### src/hdl/sfm_pkg.sv
// shared constants, types and codes of the substring first-match block
package sfm_pkg;

   localparam int PATTERN_MAX   = 32;
   localparam int POSITION_BITS = 16;
   localparam int LEN_BITS      = $clog2(PATTERN_MAX + 1);
   localparam int CHAR_BITS     = 8;
   localparam int OUT_POS_BITS  = 16;

   typedef logic [CHAR_BITS-1:0]     char_type;
   typedef logic [LEN_BITS-1:0]      len_type;
   typedef logic [POSITION_BITS-1:0] count_type;
   typedef logic [OUT_POS_BITS-1:0]  out_pos_type;
   typedef logic [1:0]               op_code_type;

   localparam count_type COUNT_MAX = {POSITION_BITS{1'b1}};

   typedef enum logic [1:0] {
      OP_CLEAR  = 2'd0,
      OP_APPEND = 2'd1,
      OP_TEXT   = 2'd2
   } op_type;

   // control broadcast to every cell of the chain
   typedef struct packed {
      logic     shift;
      logic     clear;
      char_type character;
   } cell_ctrl_type;

   typedef struct packed {
      logic        found;
      out_pos_type position;
      logic        pattern_truncated;
   } result_type;

endpackage

### src/hdl/sfm_req_if.sv
// input channel: operation, character and last-beat flag
interface sfm_req_if;
   logic                   valid;
   logic                   ready;
   sfm_pkg::op_code_type   operation;
   sfm_pkg::char_type      character;
   logic                   is_last;

   modport source (output valid, output operation, output character, output is_last,
                   input ready);
   modport sink   (input valid, input operation, input character, input is_last,
                   output ready);
endinterface

### src/hdl/sfm_rsp_if.sv
// result channel: found flag, match position and truncation flag
interface sfm_rsp_if;
   logic                   valid;
   logic                   ready;
   logic                   found;
   sfm_pkg::out_pos_type   position;
   logic                   pattern_truncated;

   modport source (output valid, output found, output position, output pattern_truncated,
                   input ready);
   modport sink   (input valid, input found, input position, input pattern_truncated,
                   output ready);
endinterface

### src/hdl/sfm_cell.sv
// one compare cell: a pattern byte and the partial-match flag ending at it
module sfm_cell (
   input  logic                   clock,
   input  logic                   reset,
   input  sfm_pkg::cell_ctrl_type ctrl,
   input  logic                   load,
   input  logic                   tail,
   input  logic                   chain_in,
   output logic                   chain_out,
   output logic                   hit
);

   sfm_pkg::char_type pattern_ff;
   logic              match_ff;
   logic              match_in;
   logic              step_match;

   // previous cell matched one beat ago and this byte matches too
   assign step_match = chain_in && (ctrl.character == pattern_ff);

   always_comb begin
      priority if (ctrl.clear) begin
         match_in = 1'b0;
      end else if (ctrl.shift) begin
         match_in = step_match;
      end else begin
         match_in = match_ff;
      end
   end

   always_ff @(posedge clock) begin
      if (load) begin
         pattern_ff <= ctrl.character;
      end
   end

   always_ff @(posedge clock) begin
      if (reset) begin
         match_ff <= 1'b0;
      end else begin
         match_ff <= match_in;
      end
   end

   assign chain_out = match_ff;
   assign hit       = ctrl.shift && tail && step_match;

endmodule

### src/hdl/sfm_result_queue.sv
// two-entry result queue between the search logic and the result channel
module sfm_result_queue (
   input  logic                clock,
   input  logic                reset,
   input  logic                push,
   input  sfm_pkg::result_type push_data,
   output logic                space,
   sfm_rsp_if.source           rsp_chan
);

   sfm_pkg::result_type head_ff, head_in;
   sfm_pkg::result_type tail_ff, tail_in;
   logic                head_valid_ff, head_valid_in;
   logic                tail_valid_ff, tail_valid_in;
   logic                pop;

   assign pop = head_valid_ff && rsp_chan.ready;

   always_comb begin
      head_in       = head_ff;
      tail_in       = tail_ff;
      head_valid_in = head_valid_ff;
      tail_valid_in = tail_valid_ff;
      if (pop) begin
         head_in       = tail_ff;
         head_valid_in = tail_valid_ff;
         tail_valid_in = 1'b0;
      end
      if (push) begin
         if (!head_valid_in) begin
            head_in       = push_data;
            head_valid_in = 1'b1;
         end else begin
            tail_in       = push_data;
            tail_valid_in = 1'b1;
         end
      end
   end

   always_ff @(posedge clock) begin
      head_ff <= head_in;
      tail_ff <= tail_in;
   end

   always_ff @(posedge clock) begin
      if (reset) begin
         head_valid_ff <= 1'b0;
         tail_valid_ff <= 1'b0;
      end else begin
         head_valid_ff <= head_valid_in;
         tail_valid_ff <= tail_valid_in;
      end
   end

   assign space                      = !tail_valid_ff;
   assign rsp_chan.valid             = head_valid_ff;
   assign rsp_chan.found             = head_ff.found;
   assign rsp_chan.position          = head_ff.position;
   assign rsp_chan.pattern_truncated = head_ff.pattern_truncated;

endmodule

### src/hdl/substring_first_match.sv
// top level: first occurrence of a stored pattern in a streamed text
// throughput: one beat per cycle on the input, pattern load and text alike, while the output queue has room
// the result beat is registered in the output queue when the last text beat is taken
// the compare is a chain of PATTERN_MAX cells, one partial-match flag per pattern byte
// input stalls only while two results wait in the output queue
// reset (synchronous) clears length, flags, counters and match flags; pattern bytes keep
module substring_first_match (
   input  logic      clock,
   input  logic      reset,
   sfm_req_if.sink   req_chan,
   sfm_rsp_if.source rsp_chan
);

   localparam int MAX = sfm_pkg::PATTERN_MAX;

   // search state
   sfm_pkg::len_type   len_ff, len_in;
   logic               overflow_ff, overflow_in;
   sfm_pkg::count_type count_ff, count_in;
   logic               seen_ff, seen_in;
   sfm_pkg::count_type pos_ff, pos_in;

   logic                   accept;
   logic                   space;
   logic                   is_clear, is_append, is_text;
   logic                   text_clear;
   logic                   hit_any;
   logic                   push;
   sfm_pkg::count_type     count_next;
   sfm_pkg::count_type     hit_pos;
   sfm_pkg::result_type    result;
   sfm_pkg::cell_ctrl_type ctrl;

   logic [MAX-1:0] load;
   logic [MAX-1:0] tail;
   logic [MAX-1:0] hit;
   logic [MAX:0]   chain;

   assign accept         = req_chan.valid && req_chan.ready;
   assign req_chan.ready = space;

   // decode the operation of an accepted beat; unused code does nothing
   always_comb begin
      is_clear  = 1'b0;
      is_append = 1'b0;
      is_text   = 1'b0;
      unique case (req_chan.operation)
         sfm_pkg::OP_CLEAR:  is_clear  = accept;
         sfm_pkg::OP_APPEND: is_append = accept;
         sfm_pkg::OP_TEXT:   is_text   = accept;
         default: ;
      endcase
   end

   // any pattern edit drops the text in progress, as does the end of a text
   assign text_clear = is_clear || is_append || (is_text && req_chan.is_last);

   assign ctrl.shift     = is_text;
   assign ctrl.clear     = text_clear;
   assign ctrl.character = req_chan.character;

   // cell 0 always sees a matched empty prefix
   assign chain[0] = 1'b1;

   for (genvar i = 0; i < MAX; i++) begin : g_cell
      // next free slot takes the appended byte; the cell at length-1 ends the pattern
      assign load[i] = is_append && (len_ff == sfm_pkg::len_type'(i));
      assign tail[i] = (len_ff == sfm_pkg::len_type'(i + 1));

      sfm_cell u_cell (
         .clock     (clock),
         .reset     (reset),
         .ctrl      (ctrl),
         .load      (load[i]),
         .tail      (tail[i]),
         .chain_in  (chain[i]),
         .chain_out (chain[i+1]),
         .hit       (hit[i])
      );
   end

   // empty pattern has no tail cell, so it never hits
   assign hit_any = |hit;

   // saturating text counter
   assign count_next = (count_ff != sfm_pkg::COUNT_MAX) ? count_ff + 1'b1 : count_ff;
   assign hit_pos    = count_next - sfm_pkg::count_type'(len_ff);

   always_comb begin
      len_in      = len_ff;
      overflow_in = overflow_ff;
      count_in    = count_ff;
      seen_in     = seen_ff;
      pos_in      = pos_ff;
      if (is_clear) begin
         len_in      = '0;
         overflow_in = 1'b0;
      end
      if (is_append) begin
         if (len_ff < sfm_pkg::len_type'(MAX)) begin
            len_in = len_ff + 1'b1;
         end else begin
            overflow_in = 1'b1;
         end
      end
      if (is_text) begin
         count_in = count_next;
         if (!seen_ff && hit_any) begin
            seen_in = 1'b1;
            pos_in  = hit_pos;
         end
      end
      if (text_clear) begin
         count_in = '0;
         seen_in  = 1'b0;
         pos_in   = '0;
      end
   end

   always_ff @(posedge clock) begin
      if (reset) begin
         len_ff      <= '0;
         overflow_ff <= 1'b0;
         count_ff    <= '0;
         seen_ff     <= 1'b0;
         pos_ff      <= '0;
      end else begin
         len_ff      <= len_in;
         overflow_ff <= overflow_in;
         count_ff    <= count_in;
         seen_ff     <= seen_in;
         pos_ff      <= pos_in;
      end
   end

   // result of the last text beat, including a hit on that very beat
   assign push                     = is_text && req_chan.is_last;
   assign result.found             = seen_ff || hit_any;
   assign result.pattern_truncated = overflow_ff;

   always_comb begin
      priority if (seen_ff) begin
         result.position = sfm_pkg::out_pos_type'(pos_ff);
      end else if (hit_any) begin
         result.position = sfm_pkg::out_pos_type'(hit_pos);
      end else begin
         result.position = '0;
      end
   end

   sfm_result_queue u_queue (
      .clock     (clock),
      .reset     (reset),
      .push      (push),
      .push_data (result),
      .space     (space),
      .rsp_chan  (rsp_chan)
   );

endmodule

### src/flat_wrapper.sv
// flat-port wrapper written by rule: the top's interface ports become plain ports
module substring_first_match_flat 
  (clock, reset, req_chan_valid, req_chan_operation, req_chan_character, req_chan_is_last, req_chan_ready, rsp_chan_valid, rsp_chan_found, rsp_chan_position, rsp_chan_pattern_truncated, rsp_chan_ready);
  sfm_req_if req_chan_i ();
  sfm_rsp_if rsp_chan_i ();
  input  logic clock;
  input  logic reset;
  input wire logic [$bits(req_chan_i.valid)-1:0] req_chan_valid;
  input wire logic [$bits(req_chan_i.operation)-1:0] req_chan_operation;
  input wire logic [$bits(req_chan_i.character)-1:0] req_chan_character;
  input wire logic [$bits(req_chan_i.is_last)-1:0] req_chan_is_last;
  output wire logic [$bits(req_chan_i.ready)-1:0] req_chan_ready;
  output wire logic [$bits(rsp_chan_i.valid)-1:0] rsp_chan_valid;
  output wire logic [$bits(rsp_chan_i.found)-1:0] rsp_chan_found;
  output wire logic [$bits(rsp_chan_i.position)-1:0] rsp_chan_position;
  output wire logic [$bits(rsp_chan_i.pattern_truncated)-1:0] rsp_chan_pattern_truncated;
  input wire logic [$bits(rsp_chan_i.ready)-1:0] rsp_chan_ready;
  assign req_chan_i.valid = req_chan_valid;
  assign req_chan_i.operation = req_chan_operation;
  assign req_chan_i.character = req_chan_character;
  assign req_chan_i.is_last = req_chan_is_last;
  assign req_chan_ready = req_chan_i.ready;
  assign rsp_chan_valid = rsp_chan_i.valid;
  assign rsp_chan_found = rsp_chan_i.found;
  assign rsp_chan_position = rsp_chan_i.position;
  assign rsp_chan_pattern_truncated = rsp_chan_i.pattern_truncated;
  assign rsp_chan_i.ready = rsp_chan_ready;
  substring_first_match u_core (.clock(clock), .reset(reset), .req_chan(req_chan_i), .rsp_chan(rsp_chan_i));
endmodule
### config.mk
export PLATFORM = sky130hd
export DESIGN_NAME = substring_first_match_flat
export DESIGN_NICKNAME = d
export VERILOG_FILES = /design/src/hdl/sfm_pkg.sv /design/src/hdl/sfm_req_if.sv /design/src/hdl/sfm_rsp_if.sv /design/src/hdl/sfm_cell.sv /design/src/hdl/sfm_result_queue.sv /design/src/hdl/substring_first_match.sv /design/src/flat_wrapper.sv
export SDC_FILE = /design/constraint.sdc
export NUM_CORES = 1
export LEC_CHECK = 0
export BUFFER_PORTS_ARGS = -buffer_cell sky130_fd_sc_hd__buf_2
export CELL_PAD_IN_SITES_DETAIL_PLACEMENT = 1
export CELL_PAD_IN_SITES_GLOBAL_PLACEMENT = 1
export CORE_MARGIN = 5
export CORE_UTILIZATION = 45
export CTS_CLUSTER_DIAMETER = 30
export DETAILED_ROUTE_END_ITERATION = 7
export GPL_TIMING_DRIVEN = 0
export PLACE_DENSITY_LB_ADDON = 0.12
export SYNTH_ARGS = -nofsm -noshare
export SYNTH_HDL_FRONTEND = slang
export SYNTH_SLANG_ARGS = --single-unit
### constraint.sdc
create_clock -name clock -period 3.3 [get_ports clock]
set_input_delay 0.66 -clock clock [delete_from_list [all_inputs] [get_ports clock]]
set_output_delay 0.66 -clock clock [all_outputs]
set_load 0.01 [all_outputs]
==> results.py <==
metrics = {
    "finish": {
        "area.growth.synth_to_final_pct": 26.6,
        "final.fill_count": 3683,
        "antenna_cells": 0,
        "final_core_utilization_pct": 57.8,
        "final_layout_size_suffix_gt1_share_pct": 20.2,
        "final_cell_count_no_fill": 2110,
        "finish.net_count": 1595,
    },
    "floorplan": {
        "fp.dieArea_um2": 41100,
        "initial_utilization_pct": 45.7,
        "dieWidth_um": 203,
        "number_of_placed_i_o_pins": 35,
        "height_of_the_chip_um": 203,
        "std_cell_rows": 70,
        "core_area_um2": 36600,
    },
    "run": {
        "max_cap_violations": 0,
    },
    "routing": {
        "drt-pass1-iter-count": 5,
        "avgViaCountPerCell": 5.75,
        "wirelength_um": 54200,
        "drc_errors": 0,
        "wl_per_cell_um": 25.7,
        "antenna_left": 0,
        "first_iter_violations": 919,
        "num_vias": 12135,
    },
    "critical_path": {
        "startpoint_type": "flop",
        "crit_path_max_fanout": 6,
        "crit_type": "flop to flop",
        "worst-endpoint-arrival_ns": 3.85,
        "critical_path.endpoint_type": "flop",
        "timing.critical_path.required_ns": 3.63,
    },
    "grt": {
        "grt_antenna_before_repair": 0,
        "grt_pass1_wl_um": 80800,
        "grt.overflow.total": 0,
        "largest_net_degree_at_the_start_of_global_routing": 38,
        "grt.total_usage_pct": 26.1,
        "grt_pass1_vias": 13165,
    },
    "clocking": {
        "clock_tree.root_cell": "sky130_fd_sc_hd__clkbuf_16",
        "cts.reportedPaths.clkPinSlew_ns": 0.04,
        "worst_skew_pair.late_latency_ns": 0.60,
        "clkSinkCount": 365,
        "cts_made_buffers": 88,
        "htree_num_levels": 3,
        "cts_tree": "built",
        "cts_max_path_buffers": 3,
        "cts_hold_repair.buffers": 0,
    },
    "sta": {
        "worst_pin_slew_ns": 0.971,
        "fin_worst_skew_ns": 0.0277,
        "slew_headroom_pct": 35.2,
        "setup_ws_ns": -0.225,
        "report.final.slew_viol_count": 0,
        "grt_setup_unrepaired": "yes",
        "final_hold_violation_count": 0,
        "final_min_period_over_clock_period_pct": 107,
        "maxClockFrequency_ghz": 0.284,
        "final.hold.worst_slack_ns": 0.418,
        "fin_crit_ns": 3.52,
        "final-setup-viol-count": 24,
    },
    "yosys": {
        "synth_most_common_cell": "sky130_fd_sc_hd__edfxtp_1",
        "netlist-cell-type-count": 62,
        "syn-mean-instance-area_um2": 11.8,
        "post_synth_inst_count": 1416,
        "synth_top_cells_by_area": "sky130_fd_sc_hd__edfxtp_1 (49%), sky130_fd_sc_hd__xnor2_1 (13%), sky130_fd_sc_hd__dfxtp_1 (11%), sky130_fd_sc_hd__nand2_1 (3.5%), sky130_fd_sc_hd__nor2_1 (2.2%)",
        "synth_top_flop_cell": "sky130_fd_sc_hd__edfxtp_1",
        "synth_area_leader_cell": "sky130_fd_sc_hd__edfxtp_1",
        "postSynthNetCount": 1443,
        "netlist_area_um2": 16700,
        "netlist.area_leader.share_pct": 49.2,
        "synth.cells.most_frequent": "sky130_fd_sc_hd__edfxtp_1 (274), sky130_fd_sc_hd__xnor2_1 (244), sky130_fd_sc_hd__nand2_1 (155), sky130_fd_sc_hd__nor2_1 (96), sky130_fd_sc_hd__dfxtp_1 (91)",
        "ys.warnings.count": 0,
        "postSynthRegisterBits": 365,
        "synth-seq-area-share_pct": 60.1,
        "edff_count_synth": 274,
        "asyncSetResetFlopFracSynth_pct": 0,
    },
    "power": {
        "p_per_area_nw_per_um2": 658,
        "power_report.internal_total_mw": 10.8,
        "power.switching_fraction_pct": 22.5,
        "leakage_power_figure_nw": 7.05,
        "power.share.combinational_pct": 5.3,
        "switchingPower_mw": 3.14,
        "sequential_power_share_pct": 36.0,
        "power.clock.fraction_pct": 58.7,
        "worst_ir_drop_vdd_uv": 434,
    },
    "outcome": {
        "status": "finished with violations",
        "failing_checks": "setup timing",
    },
    "placed_design": {
        "dp.final_hpwl_um": 33200,
        "dp_cells": 1916,
        "total_of_buffers_placed_on_input_and_output_ports": 31,
        "globalplace.congestion": 0.842,
    },
    "min_path": {
        "min_path_type": "input pin to flop",
    },
}
==> placed cells by master (no fill, tap or decap), drive strengths merged, types with 25 or more instances in the layout <==
cell type | netlist | routed
a21oi | 60 | 60
buf | 45 | 110
clkbuf | 39 | 149
clkinv | 1 | 31
dfxtp | 91 | 91
edfxtp | 274 | 274
inv | 22 | 25
nand2 | 155 | 155
nand3 | 58 | 58
nand4 | 50 | 50
nor2 | 96 | 96
nor4 | 40 | 40
o21ai | 27 | 27
xnor2 | 244 | 244
xor2 | 35 | 35
==> path summary, 6_finish.rpt <==
| path | startpoint | to | slack (ns) | cells after the start |
|---|---|---|---|---|
| worst max-delay path | u_core.count_ff[14] | u_core.u_queue.tail_ff[13] | -0.22 | 15 |
| worst min register to register | u_core.g_cell[27].u_cell.chain_out | u_core.g_cell[27].u_cell.chain_out | 0.46 | 2 |
| worst max register to register | u_core.count_ff[14] | u_core.u_queue.tail_ff[13] | -0.22 | 15 |
| worst min-delay path | req_chan_character[3] | u_core.g_cell[1].u_cell.pattern_ff[3] | 0.42 | 1 |
==> layer usage <==
layer  wire length (um)  vias to the layer above  track usage, %
met3               3130                      139            4.90
met4               2380                        0            11.9
met1              21400                     6171            31.4
met5                  0                        -               0
met2              27200                      434            45.7
li1                   -                     5391               -
==> cell families after synthesis <==
group	share of synthesized area [%]
AO/OA/AOI/OAI	5.98
XOR/XNOR	14.6
adder cells (fa/ha/maj)	0.943
buffers and inverters	3.24
flip-flops	60.1
multiplexers	1.65
AND/OR/NAND/NOR	13.5
==> stage by stage <==
| stage | area [um^2] | setup TNS, ns | worst slack (ns) | power [mW] |
|---|---|---|---|---|
| after detailed placement | 17500 | -106.42 | -1.63 | 5.79 |
| after global routing | 21200 | -8.08 | -0.392 | 14.4 |
| after global placement | 17500 | -102.85 | -1.48 | 5.77 |
| final | 21200 | -2.59 | -0.225 | 13.9 |
| after CTS | 20900 | -2.06 | -0.202 | 14.0 |
| after floorplan | 16800 | -0.0245 | -0.0245 | 5.49 |
==> cell type report <==
class | count | area, um^2 | share of cell area, %
buffer | 77 | 480 | 2.27
clock buffer | 113 | 2400 | 11.3
clock inverter | 51 | 444 | 2.10
inverter | 23 | 93.8 | 0.443
multi-input combinational | 944 | 6520 | 30.8
sequential | 365 | 10100 | 47.6
tap | 468 | 586 | 2.77
timing repair buffer | 69 | 577 | 2.72
==> flip-flops by register name (all words and copies together), names as in the netlist, 6 cells and up <==
signal                            cells
u_core.count_ff                      16
u_core.g_cell.u_cell.chain_out       31
u_core.g_cell.u_cell.pattern_ff     256
u_core.len_ff                         6
u_core.pos_ff                        16
u_core.u_queue.rsp_chan.position     16
u_core.u_queue.tail_ff               18
==> what timing repair did <==
action                                  CTS  global route
setup buffers                            29             8
resized for setup                        95            53
endpoints found under the setup margin   71           158
pin swaps                                30            33
endpoints found under the hold margin     0             0
==> power by group through the flow <==
stage	clock network [mW]	logic, mW	registers, mW
2_1_floorplan	0	0.375	5.11
3_3_place_gp	0	0.674	5.10
3_5_place_dp	0	0.687	5.10
4_1_cts	8.25	0.729	5.02
5_1_grt	8.56	0.787	5.02
6_report	8.18	0.739	5.02
==> critical path, cell delays in order, from the launching register on <==
cell                       delay, ns
sky130_fd_sc_hd__dfxtp_1        0.44
sky130_fd_sc_hd__nand3_2        0.20
sky130_fd_sc_hd__nor4_4         0.34
sky130_fd_sc_hd__buf_6          0.17
sky130_fd_sc_hd__xor2_4         0.19
sky130_fd_sc_hd__ha_4           0.16
sky130_fd_sc_hd__inv_2          0.04
sky130_fd_sc_hd__fa_2           0.35
sky130_fd_sc_hd__a211oi_2       0.20
sky130_fd_sc_hd__o21bai_1       0.12
sky130_fd_sc_hd__a21oi_2        0.24
sky130_fd_sc_hd__nand3_2        0.18
sky130_fd_sc_hd__nor3b_4        0.26
sky130_fd_sc_hd__xnor2_2        0.13
sky130_fd_sc_hd__o211ai_1       0.16
sky130_fd_sc_hd__nand2_1        0.09
No activity file was read; power rests on OpenSTA's default activity.
